### src/design/spk_pkg.sv
// Shared types and constants for the SPH pair kernel unit.
// Used by the front end, the item queue, the back-end pipeline and the top level.
package spk_pkg;

    localparam int IN_W  = 48;
    localparam int OUT_W = 128;
    localparam int CFG_W = 32;

    localparam logic [1:0] CFG_IDX_RADIUS = 2'd0;
    localparam logic [1:0] CFG_IDX_WCOEF  = 2'd1;
    localparam logic [1:0] CFG_IDX_GCOEF  = 2'd2;

    localparam logic [14:0] RADIUS_RESET = 15'd4096;
    localparam logic [29:0] RADIUS_SQ_RESET = 30'd16777216;
    localparam logic [31:0] WCOEF_RESET  = 32'd26284540;
    localparam logic [31:0] GCOEF_RESET  = 32'd240315920;

    // Pipeline geometry of the back end.
    localparam int SQRT_STAGES = 15;
    localparam int DIV_STAGES  = 62;
    localparam int W_READY     = 4;

    typedef struct packed {
        logic [14:0] h;
        logic [29:0] h2;
        logic [31:0] wc;
        logic [31:0] gc;
    } t_cfg;

    typedef struct packed {
        logic            in_support;
        logic [29:0]     sq;
        logic [2:0][15:0] mag;
        logic [2:0]      neg;
    } t_item;

    typedef struct packed {
        logic            in_support;
        logic [2:0][15:0] mag;
        logic [2:0]      neg;
    } t_side;

endpackage

### src/design/spk_front.sv
// Front end: registers one offset word, squares and sums its components and
// classifies it against the support radius. Depends on spk_pkg.
module spk_front (
    input  logic                     i_clk,
    input  logic                     i_rst_n,
    input  logic                     i_valid,
    input  logic [spk_pkg::IN_W-1:0] i_data,
    output logic                     o_ready,
    input  logic [29:0]              i_h2,
    input  logic                     i_q_full,
    output logic                     o_push,
    output spk_pkg::t_item           o_item
);
    import spk_pkg::*;

    logic             r_valid;
    logic [2:0][30:0] r_sq;
    logic [2:0][15:0] r_mag;
    logic [2:0]       r_neg;
    logic [2:0][15:0] mag;
    logic [2:0]       neg;
    logic [2:0][31:0] sqv;
    logic [31:0]      s;
    logic             in_support;

    always_comb begin
        for (int c = 0; c < 3; c++) begin
            neg[c] = i_data[16*c+15];
            mag[c] = neg[c] ? 16'(-i_data[16*c +: 16]) : i_data[16*c +: 16];
            sqv[c] = 32'(mag[c]) * 32'(mag[c]);
        end
    end

    assign o_ready = !r_valid || !i_q_full;
    assign o_push  = r_valid && !i_q_full;

    always_ff @(posedge i_clk) begin
        if (!i_rst_n) begin
            r_valid <= 1'b0;
        end else if (i_valid && o_ready) begin
            r_valid <= 1'b1;
        end else if (o_push) begin
            r_valid <= 1'b0;
        end
    end

    always_ff @(posedge i_clk) begin
        if (i_valid && o_ready) begin
            for (int c = 0; c < 3; c++) begin
                r_sq[c] <= sqv[c][30:0];
            end
            r_mag <= mag;
            r_neg <= neg;
        end
    end

    // Items outside the support carry a zero radicand so the root stays narrow.
    always_comb begin
        s = 32'(r_sq[0]) + 32'(r_sq[1]) + 32'(r_sq[2]);
        in_support = (s != 32'd0) && (s < {2'b00, i_h2});
        o_item.in_support = in_support;
        o_item.sq         = in_support ? s[29:0] : 30'd0;
        o_item.mag        = r_mag;
        o_item.neg        = r_neg;
    end

endmodule

### config.mk
export PLATFORM = sky130hd
export DESIGN_NAME = spk_front
export DESIGN_NICKNAME = d
export VERILOG_FILES = /design/src/design/spk_pkg.sv /design/src/design/spk_front.sv
export SDC_FILE = /design/constraint.sdc
export NUM_CORES = 2
export LEC_CHECK = 0
export BUFFER_PORTS_ARGS = -buffer_cell sky130_fd_sc_hd__buf_2
export CAP_MARGIN = 20
export CORE_UTILIZATION = 57
export DETAILED_ROUTE_END_ITERATION = 8
export GPL_ROUTABILITY_DRIVEN = 1
export PLACE_DENSITY = 0.83
export SKIP_CTS_REPAIR_TIMING = 1
export SKIP_LAST_GASP = 1
export SLEW_MARGIN = 20
export SYNTH_ARGS = -nofsm -noshare
export SYNTH_HDL_FRONTEND = slang
export SYNTH_SLANG_ARGS = --single-unit
### constraint.sdc
create_clock -name i_clk -period 19.4 [get_ports i_clk]
set_input_delay 1.94 -clock i_clk [delete_from_list [all_inputs] [get_ports i_clk]]
set_output_delay 1.94 -clock i_clk [all_outputs]
set_load 0.01 [all_outputs]
# [Word-level counts from Yosys, hierarchy flattened]
# Cells that the tools add are included.
[word_totals] elab_cells=31 register_bits=145 latchBits=0 output_inout_bits=84 n_memories=0 mem_bits_ro=0 ramBits=0
[classes] eq_ne=0 reduce_logical=8 n_bitwise=0 mux=6 multipliers=3 shifts=0 div=0 add_sub_neg=5 magnitude_cmp=1
[ops] cell="$mul 16x16->31" n=3
[ops] cell="$mux 16" n=3
[ops] cell="$neg 16->16" n=3
[ops] cell="$add 31x31->32" n=1
[ops] cell="$add 32x31->32" n=1
[ops] cell="$lt 32x30->1" n=1
[ops] cell="$reduce_bool 32->1" n=1
[ops] cell="$mux 30" n=1
[ops] cell="$logic_and 1x1->1" n=3
[ops] cell="$logic_not 1->1" n=2
[ops] cell="$mux 1" n=2
[ops] cell="$reduce_bool 2->1" n=1
[ops] cell="$logic_or 1x1->1" n=1

# [Longest topological paths before layout]
[logic_depth] depth_word=5 depth_mapped=33 mapped_depth_nobuf=31

# [Least setup slack after synthesis]
# Ideal clock, no wire load.
[synth_timing] path_type="input -> register" start="input port i_data[36] (netlist bit)" end="register r_sq[92] (netlist bit), data pin" setup_ps=260 setup_slack_ps=10234 arrival_ps=8906 t_required_ps=19140 path_stages=26 path_buffers=1 path_cell_list="or4_1 > nor4_2 > nand2b_1 > o31ai_1 > xor2_1 > inv_2 > buf_2 > nand2_1 > fa_1 > fa_1 > fa_1 > fa_1 > fa_1 > fa_1 > inv_1 > ha_1 > a21o_1 > a21o_1 > a211o_1 > nor2b_1 > a221o_1 > o21bai_1 > o21ba_2 > nand3_1 > a31oi_1 > xnor2_1"
[synth_lines] element="start, declared" line="spk_front.sv:7" rtl="input logic [spk_pkg::IN_W-1:0] i_data,"
[synth_lines] element="end signal, assigned by index" line="spk_front.sv:50" rtl="r_sq[c] <= sqv[c][30:0];"
[synth_lines] element="end, declared" line="spk_front.sv:17" rtl="logic [2:0][30:0] r_sq;"

==> metrics.cfg <==
[cts]
cts_max_level=4
cts_tree=yes
clk_pin_slew_ns=0.07
clockRootBuffer=clkbuf_16
numCtsBuffers=17
cts_buffer_depth=2
clock_latency_ns=0.47
cts.sinks=139

[grt]
grt_pass1_wl_um=109800
antenna_found_initial=0
gr-total-overflow=0
grt_pass1_vias=22410
grt_util_all_layers=0.2740
grt_max_degree=75

[yosys]
synth_cells=3040
ys_async_sr_fraction=0
yosysSeqAreaShare=0.1444
synthFlopType=edfxtp_1
synth_edf_count=138
ys_ff_latch=139
ys_types=82
synth_warnings=0
mappedNetlistArea_sq_mm=0.02883
avgSynthCellArea_sq_um=9.484

[worst_hold_path]
hold_path.class=reg2reg

[cells_and_area]
layout_commonest_cell=inv_1
final_cells=3905
mostFrequentLayoutCells=inv_1, fa_1, ha_1, nand2_1, nor2_1
synthToLayoutAreaGrowth_pct=7.842
design_area_sq_mm=0.03109
nets=4165
drive_above_1_share=0.07795
antenna_cells=0

[setup_path]
crit_path_frequent_cell=fa_1
cp-start-kind=input pin
arrival_ns=10.08
worst_path_max_delay_cell=xnor2_1
crit_path_end_kind=flop
crit_fanout=17
crit_buf_inv=7
critPathKind=in2reg
crit_family=adder cells
slowest_delay_ns=0.75
critical_path_required_ns=19.60

[placed_design]
portBuffers=165
gp_congestion=0.9632
place_inst=3873
dpl_cell_area_sq_mm=0.03053
dp.final_hpwl_um=55570

[routing]
drt_wl_total_um=67060
ant_nets=0
drtIter0Drc=1840
route.detailed.drc=0
num_vias=21370
viasPerCell=5.471
drt-pass1-iter-count=6
drt-wirelength-per-cell_um=17.17

[timing]
tightestPinTransition_ns=1.005
rsz0062_at_grt=no
setup_viol=0
fin_skew_ns=0.01325
fin_tns_setup_ns=0
slew_violations=0
max_freq_mhz=101.1
slew-limit-headroom=0.3303
min_period_over_period=0.5097
finalHoldViolations=0
period_minus_slack_ns=9.888

[die]
fp.dieH_um=226.9
die_area_sq_mm=0.05149
die_x_um=226.9
fp.coreArea_sq_mm=0.05007
fp-row-count=82
io_pins=166
initial_core_util=0.5759

[run_status]
status=finished, final reports clean

[run]
cap_violations=0

[worst reg2reg max path: stages (launching register included)]
cell and delay (ns):
dfxtp_1 0.33, nand2_1 0.09, and2_4 0.77, buf_4 0.91
[worst paths after layout]
check | end | slack [ns] | start | cells after the start
setup reg to reg | o_item[36] | 16.85 | r_valid | 3
setup / recovery | r_sq[60] | 9.51 | i_data[16] | 29
hold / removal | r_valid | 0.55 | r_valid | 2
hold reg to reg | r_valid | 0.55 | r_valid | 2
[cells in the mapped netlist (19+ instances only)]
library cell | number | share of area
a21oi_1 | 117 | 0.020
ha_1 | 341 | 0.15
nand2_1 | 276 | 0.036
nor2_1 | 234 | 0.030
nor3_1 | 24 | 0.0042
edfxtp_1 | 138 | 0.14
o21ai_0 | 69 | 0.012
a21o_1 | 56 | 0.015
clkbuf_1 | 50 | 0.0065
fa_1 | 522 | 0.36
xor2_1 | 50 | 0.015
nor2b_1 | 19 | 0.0041
and2_1 | 19 | 0.0041
nand2b_1 | 24 | 0.0052
inv_1 | 750 | 0.098
xnor2_1 | 107 | 0.033
nand3_1 | 36 | 0.0062
[per-layer routing]
layer	vias up	global-route usage	routed length, um
met3	182	0.04030	4678
li1	9787	-	-
met1	10530	0.3500	27010
met5	-	0	0
met2	864	0.4651	32770
met4	0	0.1166	2591
[registers in the layout, summed over array words and instances, names as in the netlist]
register  count
r_valid       1
r_neg         3
r_sq         90
o_item       45
[metrics by stage]
stage	setup slack (ns)	hold WS (ns)	utilization
after global placement	9.431	0.5106	0.6098
after global routing	9.163	0.5542	0.6210
after CTS	9.723	0.5463	0.6210
after detailed placement	9.261	0.5349	0.6098
after floorplan	10.23	0.4865	-
final	9.512	0.5479	0.6210
[kinds of logic (layout without fill, tap and decap cells)]
kind of cell / after synthesis / in the layout / share of synthesized area
multiplexers: 2 / 2 / 0.0007377
AO/OA/AOI/OAI: 353 / 353 / 0.07833
adder cells (fa/ha/maj): 863 / 863 / 0.5104
buffers and inverters: 826 / 982 / 0.1086
other: 2 / 39 / 0.0002605
XOR/XNOR: 159 / 159 / 0.04921
AND/OR/NAND/NOR: 696 / 696 / 0.1080
flip-flops: 139 / 139 / 0.1444
[area by class of cell]
class | instances | area [sq um]
multi-input cells | 2112 | 21680
clock inverters | 15 | 137.6
flip-flops and latches | 139 | 4164
well taps | 672 | 840.8
clock buffers | 17 | 425.4
repair buffers | 185 | 975.9
inverters | 765 | 2872
fillers | 3921 | 18970
Power is left out: the tool's default activity adds up to more than one toggle a clock period on the data nets, which glitch-free logic cannot reach.
