### config.mk
export PLATFORM = sky130hd
export DESIGN_NAME = spk_queue
export DESIGN_NICKNAME = d
export VERILOG_FILES = /design/src/design/spk_pkg.sv /design/src/design/spk_queue.sv
export SDC_FILE = /design/constraint.sdc
export NUM_CORES = 1
export LEC_CHECK = 0
export ABC_AREA = 1
export ABC_CLOCK_PERIOD_IN_PS = 6700
export BUFFER_PORTS_ARGS = -buffer_cell sky130_fd_sc_hd__buf_2
export CAP_MARGIN = 20
export CORE_MARGIN = 8
export CORE_UTILIZATION = 50
export CTS_CLUSTER_DIAMETER = 40
export DETAILED_ROUTE_END_ITERATION = 6
export PLACE_DENSITY = 0.72
export SYNTH_ARGS = -nofsm -noshare
export SYNTH_HDL_FRONTEND = slang
export SYNTH_SLANG_ARGS = --single-unit
### constraint.sdc
create_clock -name i_clk -period 6.7 [get_ports i_clk]
set_clock_uncertainty 0.2 [all_clocks]
set_input_delay 1.005 -clock i_clk [delete_from_list [all_inputs] [get_ports i_clk]]
set_output_delay 1.005 -clock i_clk [all_outputs]
set_load 0.01 [all_outputs]
### src/design/spk_pkg.sv
// Shared types and constants for the SPH pair kernel unit.
// Used by the front end, the item queue, the back-end pipeline and the top level.
package spk_pkg;

    localparam int IN_W  = 48;
    localparam int OUT_W = 128;
    localparam int CFG_W = 32;

    localparam logic [1:0] CFG_IDX_RADIUS = 2'd0;
    localparam logic [1:0] CFG_IDX_WCOEF  = 2'd1;
    localparam logic [1:0] CFG_IDX_GCOEF  = 2'd2;

    localparam logic [14:0] RADIUS_RESET = 15'd4096;
    localparam logic [29:0] RADIUS_SQ_RESET = 30'd16777216;
    localparam logic [31:0] WCOEF_RESET  = 32'd26284540;
    localparam logic [31:0] GCOEF_RESET  = 32'd240315920;

    // Pipeline geometry of the back end.
    localparam int SQRT_STAGES = 15;
    localparam int DIV_STAGES  = 62;
    localparam int W_READY     = 4;

    typedef struct packed {
        logic [14:0] h;
        logic [29:0] h2;
        logic [31:0] wc;
        logic [31:0] gc;
    } t_cfg;

    typedef struct packed {
        logic            in_support;
        logic [29:0]     sq;
        logic [2:0][15:0] mag;
        logic [2:0]      neg;
    } t_item;

    typedef struct packed {
        logic            in_support;
        logic [2:0][15:0] mag;
        logic [2:0]      neg;
    } t_side;

endpackage

### src/design/spk_queue.sv
// Short queue of classified items between the front end and the back end.
// Depends on spk_pkg for the item type.
module spk_queue #(
    parameter int DEPTH = 4
) (
    input  logic           i_clk,
    input  logic           i_rst_n,
    input  logic           i_push,
    input  spk_pkg::t_item i_item,
    output logic           o_full,
    input  logic           i_pop,
    output logic           o_valid,
    output spk_pkg::t_item o_item
);
    import spk_pkg::*;

    localparam int PtrW = (DEPTH > 1) ? $clog2(DEPTH) : 1;
    localparam int CntW = $clog2(DEPTH + 1);

    t_item            r_mem [DEPTH];
    logic [PtrW-1:0]  r_wr_ptr;
    logic [PtrW-1:0]  r_rd_ptr;
    logic [CntW-1:0]  r_count;
    logic             do_push;
    logic             do_pop;

    assign o_full  = (r_count == CntW'(DEPTH));
    assign o_valid = (r_count != '0);
    assign o_item  = r_mem[r_rd_ptr];
    assign do_push = i_push && !o_full;
    assign do_pop  = i_pop && o_valid;

    always_ff @(posedge i_clk) begin
        if (!i_rst_n) begin
            r_wr_ptr <= '0;
            r_rd_ptr <= '0;
            r_count  <= '0;
        end else begin
            if (do_push) begin
                r_wr_ptr <= (r_wr_ptr == PtrW'(DEPTH - 1)) ? '0 : r_wr_ptr + 1'b1;
            end
            if (do_pop) begin
                r_rd_ptr <= (r_rd_ptr == PtrW'(DEPTH - 1)) ? '0 : r_rd_ptr + 1'b1;
            end
            if (do_push && !do_pop) begin
                r_count <= r_count + 1'b1;
            end else if (do_pop && !do_push) begin
                r_count <= r_count - 1'b1;
            end
        end
    end

    always_ff @(posedge i_clk) begin
        if (do_push) begin
            r_mem[r_wr_ptr] <= i_item;
        end
    end

endmodule

# Word level (Yosys, flattened, before mapping)
# Memory sizes are Yosys's and may differ from the RTL's. A register that Yosys moved wholly into a read port is not among the register bits.
# Index checks and enable logic that the tools add are counted.
[word_totals]
register_bits = 7
mem_count = 1
output_inout_bits = 84
elab_cells = 28
ramBits = 328
[memory_table]
columns = ["memory", "words", "word_bits", "rd", "rd_ports_with_merged_regs", "write_ports", "line_no", "source"]
rows = [
  ["r_mem", 4, 82, 1, 1, 1, "spk_queue.sv:20", "t_item r_mem [DEPTH];"],
]
[op_classes]
addsub = 4
reduce_logical = 9
n_eq_ne = 3
muxes = 8
[op_table]
columns = ["op", "n"]
rows = [
  ["$mux W2", 4],
  ["$mux W3", 2],
  ["$add A2 B1 Y2 const B", 2],
  ["$eq A2 B2 Y1 const B", 2],
  ["$logic_and A1 B1 Y1", 4],
  ["$add A3 B1 Y3 const B", 1],
  ["$eq A3 B3 Y1 const B", 1],
  ["$logic_not A1 Y1", 3],
  ["$reduce_bool A3 Y1", 1],
  ["$sub A3 B1 Y3 const B", 1],
  ["$mux W1", 2],
  ["$reduce_bool A2 Y1", 1],
]

# Depth between registers and ports, before layout
[depth]
ltp_word = 7
ltp_mapped = 13

# Worst setup path before layout
# Ideal clock, no wire load.
[synth_path]
path_type = "input -> register"
start = "input port i_push"
end = "memory r_mem[0][0] (netlist bit) (enable)"
t_arrival_ps = 4567
cell_stages = 2
t_required_ps = 5977
setup_slack_ps = 1409
n_path_buf = 0
cell_sequence = "nand2_1 nor2_1"
[synth_via]
elab_chain_cells = 3
[synth_lines]
columns = ["element", "line_no", "source"]
rows = [
  ["start: declaration", "spk_queue.sv:8", "input logic i_push,"],
  ["$logic_and A1 B1 Y1", "spk_queue.sv:30", "assign do_push = i_push && !o_full;"],
  ["$mux W1", "spk_queue.sv:54", "if (do_push) begin"],
  ["$mux W1 (not written as such)", "spk_queue.sv:55", "r_mem[r_wr_ptr] <= i_item;"],
  ["end: declaration", "spk_queue.sv:20", ""],
]
# Every way passes these cells.

==> summary.md <==
| Metric | Value |
|---|---|
| Pins over their slew limit | 0 |
| Max_cap viols | 0 |
| CTS tree | yes |
| Critical Path AT | 3010 ps |
| Via count | ~7500 |
| Filler cells | roughly 1900 |
| Critical path class | flop to output pin |
| GRT Total Usage | between 10% and 20% |
| Setup TNS | 0 ps |
| Vias in the first global route | approximately 7500 |
| Required time worst endpoint | 5490 ps |
| Multi-input gate area | 0.00232 mm2 |
| Starting DRT DRC Count | 518 |
| Post-synth EDFFs | 328 |
| Area leader, netlist | edfxtp_1 |
| Sequential cell area fraction in the yosys report | about four fifths |
| Final cell count without fillers | 1400 |
| Status | finished clean |
| Period minus WS final | around 4200 ps |
| Horiz. Die Dim | ~180 um |
| Die Y | 176 um |
| Largest cells by area after synthesis | edfxtp_1 77%, nor2_1 5.3%, o22ai_1 3.9%, o21ai_0 3.4%, o21ai_1 2.4% |
| Via/cell ratio | between 5 and 6 |
| Starting Density | 50.8% |
| Static Leak | between 5 and 6 nW |
| Yosys top cell area share | slightly below 80% |
| GRT overflow | 0 |
| RR Startpoint | r_count[1]$_SDFFE_PN0P_ |
| Synth Flop Type | edfxtp_1 |
| Commonest cells in the netlist | 328 x edfxtp_1, 179 x nor2_1, 86 x o21ai_0, 80 x o22ai_1, 62 x o21ai_1 |
| Die area | between 0.03 and 0.04 mm2 |
| # rows | 58 |
| Max Fanout on Critical Path | 97 |
| GPL Wtd Cong | 0.729 |
| Yosys warning total | 0 |
| Final WL | 26300 um |
| Inserted Clock Buffers | 41 |
| First-pass GRT wire length | around 40000 um |
| Max Fclk | roughly 240 MHz |
| RSZ-0062 raised after global routing | no |
| Hold/Removal Path Class | flop to flop |
| Hold Fails Final Rpt | 0 |
| Hold_buf cts | 0 |
| First-pass DRT Iterations | 4 |
| PortBufs | around 170 |
| P&R area growth vs syn | 19.0% |
| Clk buf depth | 3 |
| Register area | 0.0100 mm2 |
| Cells after Synth | roughly 860 |
| Synth unique cells | 24 |
| Synthesized area | ~0.013 mm2 |
| CTS root buf | clkbuf_16 |
| Avg Inst Size Synth | roughly 15 um2 |
| Placed insts | 1322 |
| Worst skew pair latency | 510 ps |
| Place WS | between 2000 and 3000 ps |
| Gates resized, CTS repair | 0 |
| Post-CTS Setup Repair Bufs | 0 |
| Antenna violations before repair | 5 |
| # clock sinks | between 300 and 400 |
| Worst Max-Slew Pin Slew | 927 ps |
| Fin worst setup slack | roughly 2500 ps |
| Fraction of layout cells with a size suffix above 1 | a little over a quarter |
| Fin crit share | between 60% and 70% |
| PwrDens | about 420 mW/mm2 |
| Largest net degree at the start of global routing | 98 |
| DR DRC count | 0 |
| Util after Layout | 60.4% |
| Post-route ant nets | 0 |
| Max IR drop VDD | 0.280 mV |
| Worst slew margin | between 30% and 40% |
| Reg clk slew, reported paths | 50 ps |
| Core area | about 0.025 mm2 |
| H-tree depth | 2 |
| CP Launch Type | flop |
| Setup violators final | 0 |
| Most common cell in the synthesized netlist | edfxtp_1 |
| Average wire per standard cell | 18.8 um |
| Post-DP HPWL | about 15000 um |
| Net Count, Synth | around 960 |
| Min Hold Slack | between 300 and 400 ps |
| Total Nets Final | roughly 1100 |
| Worst setup EP type | output pin |
| #FFs+latches synth | between 300 and 400 |
| Top-level I/O count | 170 |
| Hold path start | r_count[0]$_SDFFE_PN0P_ |
| Async set-or-reset flop fraction in the synthesized netlist | 0% |
worst max-delay path, stage by stage, from the launching register on:
cell     delay, ps
dfxtp_4        540
inv_6          620
buf_4          720
nor2_1          90
o22ai_1        250
buf_2          180
registers in the layout, summed over array words and instances, names as in the netlist, named ones only:
| register | flops |
|---|---|
| r_mem | 328 |
| r_count | 3 |
| r_rd_ptr | 2 |
| r_wr_ptr | 2 |
logic make-up (layout without fill, tap and decap cells):
family	Yosys count	in the layout	synth area share [%]
buf+inv	71	275	3.39
simple gates	199	199	5.96
other cells	0	2	0
flops	337	337	78.7
compound gates	250	250	11.2
fa+ha+maj	7	7	0.746
path summary, 6_finish.rpt:
| kind | endpoint | slack [ps] | cells after the start |
|---|---|---|---|
| worst max-delay path | o_item[33] | 2480 | 5 |
| worst max register to register | r_mem[0][27]$_DFFE_PP_ | 3690 | 6 |
| worst min register to register | r_count[0]$_SDFFE_PN0P_ | 310 | 2 |
| worst min-delay path | r_count[0]$_SDFFE_PN0P_ | 310 | 2 |
metrics by stage:
| step | power (W) | cell area (um2) |
|---|---|---|
| floorplan | 0.00371 | 12700 |
| global placement | 0.00422 | 13800 |
| detailed placement | 0.00426 | 13800 |
| CTS | 0.00645 | 15200 |
| global route | 0.00667 | 15200 |
| finish | 0.00637 | 15200 |
metal layers:
metal,up-vias,wire [um],part of all wire (%),global-route usage [%]
met5,-,44,0.17,0
met2,211,13100,50,28.1
met1,3660,11100,42,20.5
met4,6,446,1.7,4.73
met3,40,1660,6.3,4.53
li1,3595,-,-,-
power by group:
part	switching, W	total (W)	internal [W]	leakage [nW]
registers	0.0000944	0.00266	0.00257	3.08
logic	0.00102	0.00152	0.000507	1.62
clock network	0.000841	0.00218	0.00134	0.648
final cells by class:
type | instances | area share [%]
Inverter | 18 | 0.487
Multi-Input combinational cell | 456 | 15.3
Clock buffer | 47 | 7.19
Sequential cell | 337 | 66.2
Antenna cell | 2 | 0.0330
Clock inverter | 29 | 1.95
Timing Repair Buffer | 181 | 6.17
Tap cell | 330 | 2.72
cells in the final DEF, fill, tap and decap left out, types with 2 or more instances in the layout:
master	netlist	final
clkinv_1	0	3
clkbuf_1	14	4
o21ai_2	18	18
inv_1	16	16
buf_4	7	12
clkinv_4	0	2
bufinv_16	0	4
edfxtp_1	328	328
nand2_1	15	15
o21ai_1	62	62
o22ai_1	80	80
o21ai_0	86	86
dfxtp_1	9	7
ha_1	6	6
nor2_2	2	2
a21oi_1	2	2
diode_2	0	2
buf_2	18	169
clkbuf_16	0	43
nor2_4	0	4
clkinv_2	0	5
clkinvlp_4	0	10
o22ai_2	2	2
nor2_1	179	175
inv_6	0	7
(Power assumes the default switching activity.)
